==> src/rtl/core/sgb_pkg.sv <==
// shared types and constants of the surrogate gradient backward block
package sgb_pkg;

  // field widths
  localparam int unsigned VOLT_W  = 16;
  localparam int unsigned GRAD_W  = 16;
  localparam int unsigned BETA_W  = 16;
  localparam int unsigned MODE_W  = 3;
  localparam int unsigned XQ_W    = 32;
  localparam int unsigned DER_W   = 24;

  // divider geometry
  localparam int unsigned NUM1_W  = 56;
  localparam int unsigned Q1_W    = 40;
  localparam int unsigned DEN1_W  = 65;
  localparam int unsigned Q2_W    = 24;
  localparam int unsigned DEN2_W  = 33;

  // queue between front and back
  localparam int unsigned QUEUE_DEPTH = 2;

  // fixed-point constants
  localparam logic [16:0]       ONE_Q16      = 17'h10000;
  localparam logic [16:0]       LOG2E_Q16    = 17'd94548;
  localparam logic [BETA_W-1:0] BETA_DEFAULT = 16'd2560;

  // surrogate derivative selection
  typedef enum logic [MODE_W-1:0] {
    MODE_SIGMOID      = 3'd0,
    MODE_FAST_SIGMOID = 3'd1,
    MODE_ARCTAN       = 3'd2,
    MODE_SUPERSPIKE   = 3'd3,
    MODE_TRIANGULAR   = 3'd4,
    MODE_RECTANGULAR  = 3'd5
  } mode_e;

  // classified neuron handed from front to back
  typedef struct packed {
    logic [XQ_W-1:0]   xq;
    logic [BETA_W-1:0] beta;
    mode_e             mode;
    logic [GRAD_W-1:0] gmag;
    logic              gneg;
    logic              last;
  } item_t;

  // data riding along the back pipeline
  typedef struct packed {
    logic [BETA_W-1:0] beta;
    mode_e             mode;
    logic [GRAD_W-1:0] gmag;
    logic              gneg;
    logic              last;
    logic [DER_W-1:0]  ds;
  } side_t;

endpackage

==> src/rtl/core/sgb_queue.sv <==
// short queue that decouples the front from the back pipeline
module sgb_queue
  import sgb_pkg::*;
(
  input  logic  clk_i,
  input  logic  rst_ni,
  input  logic  push_i,
  input  item_t item_i,
  input  logic  pop_i,
  output logic  full_o,
  output logic  valid_o,
  output item_t head_o
);

  localparam int unsigned PTR_W = $clog2(QUEUE_DEPTH);
  localparam int unsigned CNT_W = $clog2(QUEUE_DEPTH + 1);

  item_t             entry_q [QUEUE_DEPTH];
  logic [PTR_W-1:0]  wr_ptr_q;
  logic [PTR_W-1:0]  rd_ptr_q;
  logic [CNT_W-1:0]  count_q;
  logic              do_push;
  logic              do_pop;

  assign full_o  = (count_q == CNT_W'(QUEUE_DEPTH));
  assign valid_o = (count_q != '0);
  assign head_o  = entry_q[rd_ptr_q];
  assign do_push = push_i && !full_o;
  assign do_pop  = pop_i && valid_o;

  // pointers and fill level
  always_ff @(posedge clk_i or negedge rst_ni) begin
    if (!rst_ni) begin
      wr_ptr_q <= '0;
      rd_ptr_q <= '0;
      count_q  <= '0;
    end else begin
      if (do_push) begin
        wr_ptr_q <= (wr_ptr_q == PTR_W'(QUEUE_DEPTH - 1)) ? '0 : wr_ptr_q + PTR_W'(1);
      end
      if (do_pop) begin
        rd_ptr_q <= (rd_ptr_q == PTR_W'(QUEUE_DEPTH - 1)) ? '0 : rd_ptr_q + PTR_W'(1);
      end
      if (do_push && !do_pop) begin
        count_q <= count_q + CNT_W'(1);
      end else if (do_pop && !do_push) begin
        count_q <= count_q - CNT_W'(1);
      end
    end
  end

  // entry storage
  always_ff @(posedge clk_i) begin
    if (do_push) begin
      entry_q[wr_ptr_q] <= item_i;
    end
  end

endmodule

==> config.mk <==
export PLATFORM = sky130hd
export DESIGN_NAME = sgb_queue
export DESIGN_NICKNAME = d
export VERILOG_FILES = /design/src/rtl/core/sgb_pkg.sv /design/src/rtl/core/sgb_queue.sv
export SDC_FILE = /design/constraint.sdc
export NUM_CORES = 1
export LEC_CHECK = 0
export BUFFER_PORTS_ARGS = -buffer_cell sky130_fd_sc_hd__buf_2
export CAP_MARGIN = 25
export CORE_AREA = 2 2 149 78
export DETAILED_ROUTE_END_ITERATION = 8
export DIE_AREA = 0 0 151 80
export GPL_ROUTABILITY_DRIVEN = 0
export PLACE_DENSITY = 0.78
export SETUP_SLACK_MARGIN = 0.1
export SYNTH_ARGS = -nofsm -noshare
export SYNTH_HDL_FRONTEND = slang
export SYNTH_SLANG_ARGS = --single-unit
==> constraint.sdc <==
create_clock -name clk_i -period 5.76 [get_ports clk_i]
set_input_delay 0.864 -clock clk_i [delete_from_list [all_inputs] [get_ports clk_i]]
set_output_delay 0.864 -clock clk_i [all_outputs]
set_load 0.005 [all_outputs]
# == Word level (Yosys, flattened, before mapping) ==
# Memory sizes are Yosys's and may differ from the RTL's.
# Index checks and enable logic that the tools add are counted.
# totals
regBits,4
latchBits,0
ramBits,138
rom_bits,0
input_bits,73
out_inout_bits,71
word_cells,24
n_memories,1
# op_classes
n_addsub,4
mul,0
n_div,0
n_lt_le_gt_ge,0
eq_ne,1
shift,0
n_mux,6
bitwise,0
n_reduce_logical,9
# mem_list
memory,words,width,rd,rd_clocked_by_memory_dff,wr,line,rtl
entry_q,2,69,1,0,1,sgb_queue.sv:18,item_t entry_q [QUEUE_DEPTH];
# op_table
cell,count
logical AND 1 bit,4
two-way mux 1 bit,4
two-way mux 2 bit,2
nonzero test 2 bit,2
zero test 1 bit,3
adder 1 bit (second input constant),2
adder 2 x 1 -> 2 bit (second input constant),1
== test 2 bit (second input constant),1
subtractor 2 x 1 -> 2 bit (second input constant),1

# == Logic depth before layout (Yosys ltp) ==
# depth
depth_word,7
mapped_depth,7
ltp_nobuf,7

# == Worst setup path before layout ==
# No wires, ideal clock.
# synth_timing
path_type,input -> register
from,in push_i
to,"mem entry_q[0][0] (netlist bit), enable pin"
setup_time_ns,0.496
arrival_time_ns,3.835
t_required_ns,5.264
setup_slack_ns,1.428
stages,2
path_buffers,0
cell_sequence,nand2_1 nor2_1
# synth_between
elab_chain_cells,3
# synth_rtl
item,line,rtl
start: declaration,sgb_queue.sv:7,"input logic push_i,"
logical AND 1 bit,sgb_queue.sv:28,assign do_push = push_i && !full_o;
two-way mux 1 bit,sgb_queue.sv:54,if (do_push) begin
two-way mux 1 bit (not written as such),sgb_queue.sv:55,entry_q[wr_ptr_q] <= item_i;
end: declaration,sgb_queue.sv:18,
# No other way between the ends.

==> summary.txt <==
Critical path
  • WP data arrival: 2.44 ns
  • CP endpoint kind: output port
  • WP data required: 4.90 ns
  • Crit path max fanout: 42
  • Critical path class: reg2out
  • Setup crit start kind: register

Die
  • DIE WIDTH: 151 µm
  • Initial Utilization: 51.5%
  • # IOs: 144
  • Core area: 10700 µm²
  • FP Rows: 27
  • Die Outline Area: 12100 µm²
  • Die Ht: 80 µm

Timing
  • Max Clk Rate: 302 MHz
  • Final count of pins violating max slew: 0
  • Setup-failing EPs final: 0
  • Crit share post-route: 57.4%
  • Post-Route Setup TNS: 0 ns
  • Unrepaired setup endpoints after global routing: false
  • Slew at the pin closest to its max-slew limit: 0.960 ns
  • Minimum clock period: 3.31 ns
  • Setup Skew: 0.00730 ns
  • Final hold vios: 0
  • Worst slew margin: 36.0%

Min path
  • Worst min path class: in2async

Final layout
  • Fin util: 64.0%
  • Most common cell after layout, fill and taps aside: buf_2
  • Register area: 4250 µm²
  • Area Overhead vs Synth: 24.4%
  • Area of the multi-input gates: 1140 µm²
  • Final Net Count: 465
  • Fill cell count: 780
  • Commonest non-fill, non-tap cells in the layout: buf_2, edfxtp_1, mux2_4
  • Share of post-route cells with drive strength above 1: 61.1%

Logic synthesis
  • Synth Cell Area: 5530 µm²
  • Synth unique cells: 14
  • Synth Warn #: 0
  • Syn_area_per_cell: 23.6 µm²
  • Area fraction of the dominant cell type after synthesis: 74.9%
  • Syn_nets: 308
  • Post-synthesis sequential area ratio: 76.8%
  • Gate Count Post-Synth: 234
  • Leading area contributor after synthesis: edfxtp_1
  • Seq cells post-synth: 142
  • Area contributors post-synth: edfxtp_1, mux2_4, buf_12

Clocking
  • Root Buffer: clkbuf_16
  • Post-CTS Setup Bufs: 0
  • CTS tree: built
  • Cts bufs inserted: 17
  • CTS resizes: 0
  • CTS Sinks: 142
  • Clk slew on worst S/H paths: 0.06 ns
  • Post-CTS Hold Buffers: 0
  • CTS H-tree lvls: 4
  • Longest Clk Path Bufs: 2
  • Worst-Skew Late Latency: 0.41 ns

Pwr
  • Worst VDD drop: 0.000233 V
  • PwrDens: 514 nW/µm²
  • LEAKAGE: 2.79 nW

Routing
  • Final WL: 9470 µm
  • Post-route ant nets: 0
  • 1st-iter DRT viols: 193
  • Vias per cell: 4.79
  • DR vias: 2632
  • Total iterations of the first detailed-routing run: 4
  • DR DRC count: 0
  • Wire per inst: 17.2 µm

Job
  • Max cap viols: 0

Placement
  • Hpwl dp: 6250 µm
  • Port buffer count: 143

GRT
  • Largest net degree at the start of global routing: 70
  • Vias in the first global route: 2770
  • Global-route wire length before repair: 14200 µm
  • Initial antenna violation count: 2
  • Grt ovf: 0
  • GRT Total Usage: 16.4%

Status
  • Status: complete, no violations
## cells in the mapped netlist
library cell  count
inv_1             2
nand2b_1          1
xnor2_1           3
or2_1             1
and3_1            1
mux2_4           69
buf_12            7
dfrtp_1           4
xor2_1            2
buf_6             1
ha_1              1
nand2_1           2
edfxtp_1        138
nor2_1            2
## final timing paths
path / from / endpoint / slack [ns] / cells past startpoint
worst min register to register: count_q[1] / count_q[1] / 0.50 / 1
max in group asynchronous: rst_ni / rd_ptr_q / 5.37 / 1
worst max-delay path: rd_ptr_q / head_o[27] / 2.45 / 3
worst min-delay path: rst_ni / count_q[1] / 0.25 / 1
min in group clk_i: count_q[1] / count_q[1] / 0.50 / 1
worst max register to register: count_q[0] / entry_q[0][37] / 3.78 / 4
## area by class of cell
| cell class | count | share of cell area [%] |
|---|---|---|
| Timing Repair Buffer | 146 | 10.9 |
| Clock inverter | 13 | 1.71 |
| Clock buffer | 19 | 6.29 |
| Multi-Input combinational cell | 82 | 16.6 |
| Antenna cell | 1 | 0.0364 |
| Sequential cell | 142 | 61.7 |
| Tap cell | 145 | 2.64 |
| Inverter | 2 | 0.109 |
## logic make-up (layout without fill, tap and decap cells)
kind of cell,Yosys count,in the layout,synth area share (%)
fa+ha+maj,1,1,0.226
flops,142,142,76.8
buf+inv,10,180,2.87
other cells,0,1,0
simple gates,7,7,0.611
xor+xnor,5,5,0.792
mux,69,69,18.7
## flip-flops by register name, indices dropped and copies added, names as in the netlist
signal    count
count_q       2
entry_q     138
rd_ptr_q      1
wr_ptr_q      1
## through the flow
step / cell area [µm²] / worst slack [ns] / instances / hold WS [ns] / power (mW)
2_1_floorplan: 5530 / 1.43 / 234 / 0.456 / 2.30
3_3_place_gp: 6310 / 2.85 / 516 / 0.475 / 2.54
3_5_place_dp: 6330 / 2.85 / 517 / 0.493 / 2.57
4_1_cts: 6880 / 2.41 / 549 / 0.233 / 3.58
5_1_grt: 6880 / 2.32 / 549 / 0.232 / 3.72
6_report: 6880 / 2.45 / 550 / 0.254 / 3.53
## worst max-delay path, cell delays in order (launching register included)
cell	delay, ns
dfrtp_4	0.77
buf_4	0.72
mux2_4	0.36
buf_2	0.13
## power by group
| part | internal [mW] | total (mW) | switching, mW |
|---|---|---|---|
| registers | 1.42 | 1.54 | 0.117 |
| logic | 0.569 | 0.996 | 0.427 |
| clock network | 0.594 | 1.00 | 0.407 |
| total | 2.58 | 3.53 | 0.952 |
## layer usage
| metal | GRT usage, % | wire length, µm | vias to the layer above |
|---|---|---|---|
| li1 | - | - | 1232 |
| met1 | 20.8 | 4180 | 1282 |
| met2 | 23.7 | 4180 | 107 |
| met3 | 9.31 | 1040 | 9 |
| met4 | 5.61 | 69 | 2 |
| met5 | 0 | 7 | - |
Note: power is estimated with default switching activity, not from simulation.
