[src/rtl/core/sgb_pkg.sv]
// shared types and constants of the surrogate gradient backward block
package sgb_pkg;

  // field widths
  localparam int unsigned VOLT_W  = 16;
  localparam int unsigned GRAD_W  = 16;
  localparam int unsigned BETA_W  = 16;
  localparam int unsigned MODE_W  = 3;
  localparam int unsigned XQ_W    = 32;
  localparam int unsigned DER_W   = 24;

  // divider geometry
  localparam int unsigned NUM1_W  = 56;
  localparam int unsigned Q1_W    = 40;
  localparam int unsigned DEN1_W  = 65;
  localparam int unsigned Q2_W    = 24;
  localparam int unsigned DEN2_W  = 33;

  // queue between front and back
  localparam int unsigned QUEUE_DEPTH = 2;

  // fixed-point constants
  localparam logic [16:0]       ONE_Q16      = 17'h10000;
  localparam logic [16:0]       LOG2E_Q16    = 17'd94548;
  localparam logic [BETA_W-1:0] BETA_DEFAULT = 16'd2560;

  // surrogate derivative selection
  typedef enum logic [MODE_W-1:0] {
    MODE_SIGMOID      = 3'd0,
    MODE_FAST_SIGMOID = 3'd1,
    MODE_ARCTAN       = 3'd2,
    MODE_SUPERSPIKE   = 3'd3,
    MODE_TRIANGULAR   = 3'd4,
    MODE_RECTANGULAR  = 3'd5
  } mode_e;

  // classified neuron handed from front to back
  typedef struct packed {
    logic [XQ_W-1:0]   xq;
    logic [BETA_W-1:0] beta;
    mode_e             mode;
    logic [GRAD_W-1:0] gmag;
    logic              gneg;
    logic              last;
  } item_t;

  // data riding along the back pipeline
  typedef struct packed {
    logic [BETA_W-1:0] beta;
    mode_e             mode;
    logic [GRAD_W-1:0] gmag;
    logic              gneg;
    logic              last;
    logic [DER_W-1:0]  ds;
  } side_t;

endpackage

[src/rtl/core/sgb_front.sv]
// front part: distance to threshold, scaled distance and gradient sign split
module sgb_front
  import sgb_pkg::*;
#(
  parameter int unsigned FRAC_BITS = 12
) (
  input  logic signed [VOLT_W-1:0] membrane_voltage_i,
  input  logic signed [GRAD_W-1:0] incoming_grad_i,
  input  logic                     last_in_i,
  input  logic [MODE_W-1:0]        mode_i,
  input  logic [BETA_W-1:0]        steepness_i,
  output item_t                    item_o
);

  localparam int unsigned DMAG_W = (FRAC_BITS < 15) ? 16 : FRAC_BITS + 2;
  localparam int unsigned DIFF_W = DMAG_W + 1;
  localparam int unsigned PROD_W = BETA_W + DMAG_W;
  localparam logic [DIFF_W-1:0] ONE_V = DIFF_W'(1) << FRAC_BITS;

  logic signed [DIFF_W-1:0] v_ext;
  logic signed [DIFF_W-1:0] diff;
  logic [DIFF_W-1:0]        diff_abs;
  logic [DMAG_W-1:0]        dmag;
  logic [BETA_W-1:0]        beta;
  logic [PROD_W-1:0]        x_full;

  // distance from the threshold
  assign v_ext    = DIFF_W'(membrane_voltage_i);
  assign diff     = v_ext - $signed(ONE_V);
  assign diff_abs = diff[DIFF_W-1] ? DIFF_W'(-diff) : DIFF_W'(diff);
  assign dmag     = diff_abs[DMAG_W-1:0];

  // zero steepness selects the default slope
  assign beta   = (steepness_i == '0) ? BETA_DEFAULT : steepness_i;
  assign x_full = beta * dmag;

  // scaled distance in q16 and gradient magnitude
  always_comb begin
    item_o.xq   = XQ_W'(x_full >> (FRAC_BITS - 8));
    item_o.beta = beta;
    item_o.mode = mode_e'(mode_i);
    item_o.gmag = incoming_grad_i[GRAD_W-1] ? (~incoming_grad_i + GRAD_W'(1))
                                            : incoming_grad_i;
    item_o.gneg = incoming_grad_i[GRAD_W-1];
    item_o.last = last_in_i;
  end

endmodule

[config.mk]
export PLATFORM = sky130hd
export DESIGN_NAME = sgb_front
export DESIGN_NICKNAME = d
export VERILOG_FILES = /design/src/rtl/core/sgb_pkg.sv /design/src/rtl/core/sgb_front.sv
export SDC_FILE = /design/constraint.sdc
export NUM_CORES = 1
export LEC_CHECK = 0
export ABC_AREA = 1
export ABC_CLOCK_PERIOD_IN_PS = 17050
export BUFFER_PORTS_ARGS = -buffer_cell sky130_fd_sc_hd__clkbuf_2
export CAP_MARGIN = 15
export CORE_AREA = 3 3 132 134
export DETAILED_ROUTE_END_ITERATION = 8
export DIE_AREA = 0 0 135 137
export PLACE_DENSITY = 0.9
export SYNTH_ARGS = -nofsm -noshare
export SYNTH_HDL_FRONTEND = slang
export SYNTH_SLANG_ARGS = --single-unit
[constraint.sdc]
create_clock -name vclk -period 17.05
set_clock_uncertainty 0.15 [all_clocks]
set_input_delay 3.41 -clock vclk [all_inputs]
set_output_delay 3.41 -clock vclk [all_outputs]
set_load 0.01 [all_outputs]
* Word-level counts from Yosys, hierarchy flattened
Cells that the tools add are included.
** Cells by class
- Add/sub/neg operators :: 3
- Multipliers :: 1
- Multiplexer cells :: 3
- Bitwise gates (word level) :: 1
- Reduce and logical (&&, ||, !) cells :: 1
** Operators with widths (count)
- 2-to-1 mux 16 bit :: 3
- multiplier 16 x 16 -> 32 bit :: 1
- subtractor 16 x 14 -> 17 bit (second input constant) :: 1
- adder 16 x 2 -> 16 bit (second input constant) :: 1
- zero test 16 bit :: 1
- negation 16 bit :: 1
- NOT 16 bit :: 1
** Word-level totals
- Bits in registers :: 0
- Bits of input ports :: 52
- Logic and storage cells :: 9

* Logic depth before layout (Yosys ltp)
Gate-level depths: netlist of the first run.
- Word-level depth :: 4
- Mapped depth :: 35

* Worst setup path before layout of the first run
Ideal clock, no wire load.
- Kind :: input-to-output
- Start point :: input membrane_voltage_i[12]
- End point :: output item_o[61] in the netlist's numbering
- Arrival :: 9.036 ns
- Setup slack :: 4.454 ns
- Stages on the path :: 28
- Buffers on the path :: 1
- Cells stage by stage :: inv_1 -> ha_1 -> nand2_1 -> nand2_2 -> inv_1 -> a21oi_1 -> xor2_1 -> buf_4 -> nand2_1 -> fa_1 -> inv_1 -> fa_1 -> inv_1 -> fa_1 -> inv_1 -> fa_1 -> fa_1 -> inv_1 -> fa_1 -> inv_1 -> ha_1 -> nand2_1 -> inv_1 -> a21oi_1 -> o21ai_0 -> a21oi_1 -> nand3_1 -> nand2_1
** RTL lines
- start, declared :: line sgb_front.sv:7 : input logic signed [VOLT_W-1:0] membrane_voltage_i,
- end, declared :: line sgb_front.sv:12 : output item_t item_o

==> results of run 1 <==
synth_stat cells (all sizes together):
master / number / share of area
a21o: 10 / 0.0077
buf: 27 / 0.019
ha: 105 / 0.13
conb: 1 / 0.00038
nand2: 302 / 0.12
nor2: 157 / 0.063
a31oi: 3 / 0.0019
inv: 364 / 0.14
fa: 194 / 0.40
clkinv: 3 / 0.0011
nand3: 33 / 0.017
nor4: 5 / 0.0032
a21oi: 33 / 0.017
nor3: 10 / 0.0056
o21ai: 25 / 0.013
xnor2: 5 / 0.0045
clkbuf: 29 / 0.011
a21boi: 1 / 0.00077
o211ai: 3 / 0.0023
nand4: 3 / 0.0019
and3: 2 / 0.0013
o21bai: 7 / 0.0054
xor2: 34 / 0.035
or2: 3 / 0.0019
final timing paths:
check,from,endpoint,slack [ns],cells past startpoint
setup / recovery,steepness_i[4],item_o[61],3.02,24
hold / removal,last_in_i,item_o[0],6.67,0
worst max-delay path: stages:
cell      delay [ns]
clkbuf_2        0.25
nor4_1          0.66
nand4_1         0.22
nand2_1         0.69
nand2_1         0.19
fa_1            0.55
inv_1           0.05
fa_1            0.52
fa_1            0.52
inv_1           0.06
fa_1            0.51
fa_1            0.55
inv_1           0.07
fa_1            0.46
ha_1            0.39
nand2_1         0.11
nor2_1          0.23
nand2_1         0.09
o21ai_1         0.41
nand3_1         0.18
nand2_1         0.10
nand2_1         0.05
nand2_1         0.06
clkbuf_2        0.13
final cells by class:
class / instances / area (um2) / share of cell area
tap: 220 / 275 / 0.0266
multi-input combinational: 939 / 8140 / 0.787
timing repair buffer: 110 / 553 / 0.0535
inverter: 367 / 1380 / 0.133
cells by family after synthesis:
family,after synthesis,synth area share
buf+inv,423,0.171
compound gates,82,0.0480
xor+xnor,39,0.0391
simple gates,515,0.212
fa+ha+maj,299,0.530
other cells,1,0.000382
metal layers:
metal  GRT usage  up-vias  wire length, um
met5           0        -                0
met4       0.108        0             1140
met3      0.0618       99             3140
met2       0.520      508            12600
met1       0.401     4153            10300
li1            -     4030                -
metrics by stage:
step	std cells	area, um2
after detailed placement	1635	10300
after floorplan	1362	9820
after CTS	1635	10300
after global placement	1635	10300
after global routing	1636	10300
final	1636	10300
==> impl_metrics.ini, run 1 <==
[drt]
drt-total-wl_mm = 27.2
drc = 0
detailroute.via_count = 8790
detail_route.vias_per_cell = 5.37
drt_iter0_markers = 561
detail_route.first_pass.iterations = 5
route.antenna.remaining_nets = 0
wire_per_inst_um = 16.6

[die]
starting_density_of_the_core = 0.598
fp-row-count = 47
area_of_the_die_um2 = 18500
design.core.area_um2 = 16400
floorplan.die.width_um = 135
io_pins = 121
die_h_um = 137

[critical_path]
worstSetupStartpointType = input port
arrival_time_of_data_at_the_critical_path_endpoint_ns = 10.47
setup.worst_path.class = in -> out
worstPathRequired_ns = 13.49
crit_path_end_kind = primary output
crit_fanout = 14

[cells_and_area]
finish.net_count = 1769
post_route_cells_drive_above_1_share = 0.0989
final_util = 0.631
nClkBuffers = 0
n_sequential_cell = 0
areaGrowthSynthToFinish_pct = 5.53
top_library_cells_by_usage_in_the_layout_fill_and_taps_aside = inv_1 (359), nand2_1 (296), fa_1 (194)
number_of_antenna_cells_inserted = 0
layout.filler_cells = 1433
most_common_cell_after_layout_fill_and_taps_aside = inv_1
final-seq-area_um2 = 0

[place]
detailed_place_hpwl_mm = 23.2
placement.setup.worst_slack_ns = 2.97
place.port_buffers = 109
globalplace.congestion = 1.05

[clocking]
postCtsSetupRepairBufs = 0
postcts_resize_cnt = 0
cts.hold.buffers_added = 0

[global_route]
grt.total_usage = 0.309
maximum_number_of_pins_on_one_net_before_global_route_repair = 17
first_pass_grt_wire_length_mm = 45.7
via_count_of_the_first_global_routing_pass = 9351
grt-ovfl-total = 0
antenna_found_initial = 0

[timing]
setup-tns-final_ns = 0
hold_slack_ns = 6.67
fin_crit_ns = 14.03
grt_setup_unrepaired = no
setup_viol = 0
finalMaxSlewViolations = 0
fin_ws_ns = 3.02
layout_worst_path_cycle_share = 0.823
hold_violations = 0
max_freq_mhz = 71.3
worst-slew-pin-transition_ns = 0.903
headroom_to_the_max_slew_limit = 0.397

[synth]
syn_area_um2 = 9800
synth_warnings = 0
yosys.cell_types.count = 35
postSynthAreaPerCell_um2 = 7.21
cells_after_synthesis = 1359
ys_seq_area_frac = 0

[min_path]
worstHoldPathType = in -> out

[run_status]
run_status = complete, no violations

[flow_run]
drv_cap = 0
Power of run 1 is left out: the tool's default activity adds up to more than one toggle a clock period on the data nets, which glitch-free logic cannot reach.
==> inputs of run 2 (changes only) <==
Settings changed: ABC_AREA 1 to 0, ABC_CLOCK_PERIOD_IN_PS 17050 to 11600, CORE_AREA 3 3 132 134 to 3 3 134 136, DIE_AREA 0 0 135 137 to 0 0 137 139, PLACE_DENSITY 0.9 to 0.88.
Clock period 17.05 ns to 11.6 ns, I/O delays scaled along.
==> impl_metrics.ini, run 2 <==
[critical_path]
crit_path_end_kind = primary output
worstSetupStartpointType = input port
crit_slowest_cell = fa_1
critical_path.n_buffers_inverters = 8
worstPathRequired_ns = 9.13
arrival_time_of_data_at_the_critical_path_endpoint_ns = 9.26
critical_path.most_common_cell = fa_1
crit_fanout = 5
setup.worst_path.class = in -> out
critical_path.top_delay_family = adder cells
critical-path-max-stage-delay_ns = 0.53

[global_route]
via_count_of_the_first_global_routing_pass = 9092
first_pass_grt_wire_length_mm = 41.1
maximum_number_of_pins_on_one_net_before_global_route_repair = 18
antenna_found_initial = 0
grt.total_usage = 0.263
grt-ovfl-total = 0

[die]
fp-row-count = 48
area_of_the_die_um2 = 19000
die_h_um = 139
io_pins = 121
floorplan.die.width_um = 137
starting_density_of_the_core = 0.548
design.core.area_um2 = 17100

[cells_and_area]
areaGrowthSynthToFinish_pct = 22.0
nClkBuffers = 0
fin_area_um2 = 11400
top_library_cells_by_usage_in_the_layout_fill_and_taps_aside = inv_1 (245), fa_1 (189), nand2_1 (157)
number_of_antenna_cells_inserted = 0
finish.net_count = 1652
final-seq-area_um2 = 0
n_sequential_cell = 0
post_route_cells_drive_above_1_share = 0.244
most_common_cell_after_layout_fill_and_taps_aside = inv_1

[run_status]
failed_checks = setup timing
run_status = complete, but fails checks

[place]
place.port_buffers = 109
dpl-instance-area_um2 = 10800
detailed_place_hpwl_mm = 20.4
globalplace.congestion = 0.913

[synth]
ys_seq_area_frac = 0
post-synth-top-area-fraction = 0.416
cells_after_synthesis = 1123
synthTopCellsByCount = inv_1 (260), fa_1 (194), nand2_1 (160), ha_1 (105), and2_1 (84)
yosys.cell_types.count = 50
syn_area_um2 = 9340
synth_top_cell_by_area = fa_1
synth_warnings = 0
postSynthAreaPerCell_um2 = 8.32
yosys.cell_count.top_type = inv_1
cell_types_with_the_largest_area_share_after_synthesis = fa_1 (42%), ha_1 (14%), inv_1 (10%)

[drt]
drt-total-wl_mm = 26.4
detail_route.first_pass.iterations = 5
drc = 0
wire_per_inst_um = 17.3
detailroute.via_count = 8464
drt_iter0_markers = 562
route.antenna.remaining_nets = 0
detail_route.vias_per_cell = 5.55

[timing]
setup_viol = 5
max_freq_mhz = 85.3
fin_crit_ns = 11.73
fin_ws_ns = -0.130
hold_violations = 0
layout_worst_path_cycle_share = 1.01
grt_setup_unrepaired = yes
worst-slew-pin-transition_ns = 0.539
finalMaxSlewViolations = 0
headroom_to_the_max_slew_limit = 0.637

[min_path]
worstHoldPathType = in -> out

[flow_run]
drv_cap = 0

[clocking]
cts.hold.buffers_added = 0
[run 2: cell count changes after synthesis, sizes merged, moves of 11 or more]
cell | before | now
inv | 364 | 261
nor2 | 157 | 23
nand2 | 302 | 160
buf | 27 | 12
xnor2 | 5 | 40
xor2 | 34 | 17
o21ai | 25 | 14
nor2b | 0 | 21
and2 | 0 | 84
clkbuf | 29 | 56
nand2b | 0 | 12
nand3 | 33 | 6
[run 2: metal layers]
layer  track usage  share of wire  vias up
met5             0              0        -
met4        0.0961          0.054        0
met3        0.0265          0.071      126
met2         0.478           0.52      428
met1         0.318           0.36     4208
li1              -              -     3702
[run 2: final cells by class]
class	count	area [um2]
Multi-Input combinational cell	797	8470
Fill cell	1214	5660
Timing Repair Buffer	241	1660
Inverter	261	987
Tap cell	225	282
[run 2: through the flow]
step | setup TNS, ns | worst slack, ns | cells | hold WS [ns] | util
global route | -2.95 | -0.424 | 1524 | 4.49 | 0.668
finish | -0.366 | -0.130 | 1524 | 4.49 | 0.668
global placement | -0.804 | -0.246 | 1497 | 4.49 | 0.631
CTS | -0.604 | -0.164 | 1505 | 4.49 | 0.642
detailed placement | -1.71 | -0.380 | 1497 | 4.49 | 0.631
floorplan | 0 | 0.00322 | 1126 | 4.54 | -
[run 2: kinds of logic (layout without fill, tap and decap cells)]
logic type / after synthesis / in the layout / synth area share
buffers and inverters: 329 / 502 / 0.137
other: 1 / 4 / 0.000401
and+or+nand+nor: 346 / 346 / 0.183
xor gates and xnor gates: 57 / 57 / 0.0534
adders and majority gates: 299 / 299 / 0.556
AOI/OAI and AO/OA: 91 / 91 / 0.0703
[run 2: what timing repair did]
action | in CTS | in global routing
pin swaps | 33 | 59
buffers inserted | 9 | 19
resized for setup | 28 | 82
setup endpoints to repair | 12 | 16
cloned | 0 | 2
[run 2: worst paths after layout]
check	startpoint	end	slack [ns]	cells past startpoint
hold / removal	mode_i[1]	item_o[19]	4.49	0
setup / recovery	membrane_voltage_i[0]	item_o[63]	-0.13	31
Power of run 2 is left out for the same reason.
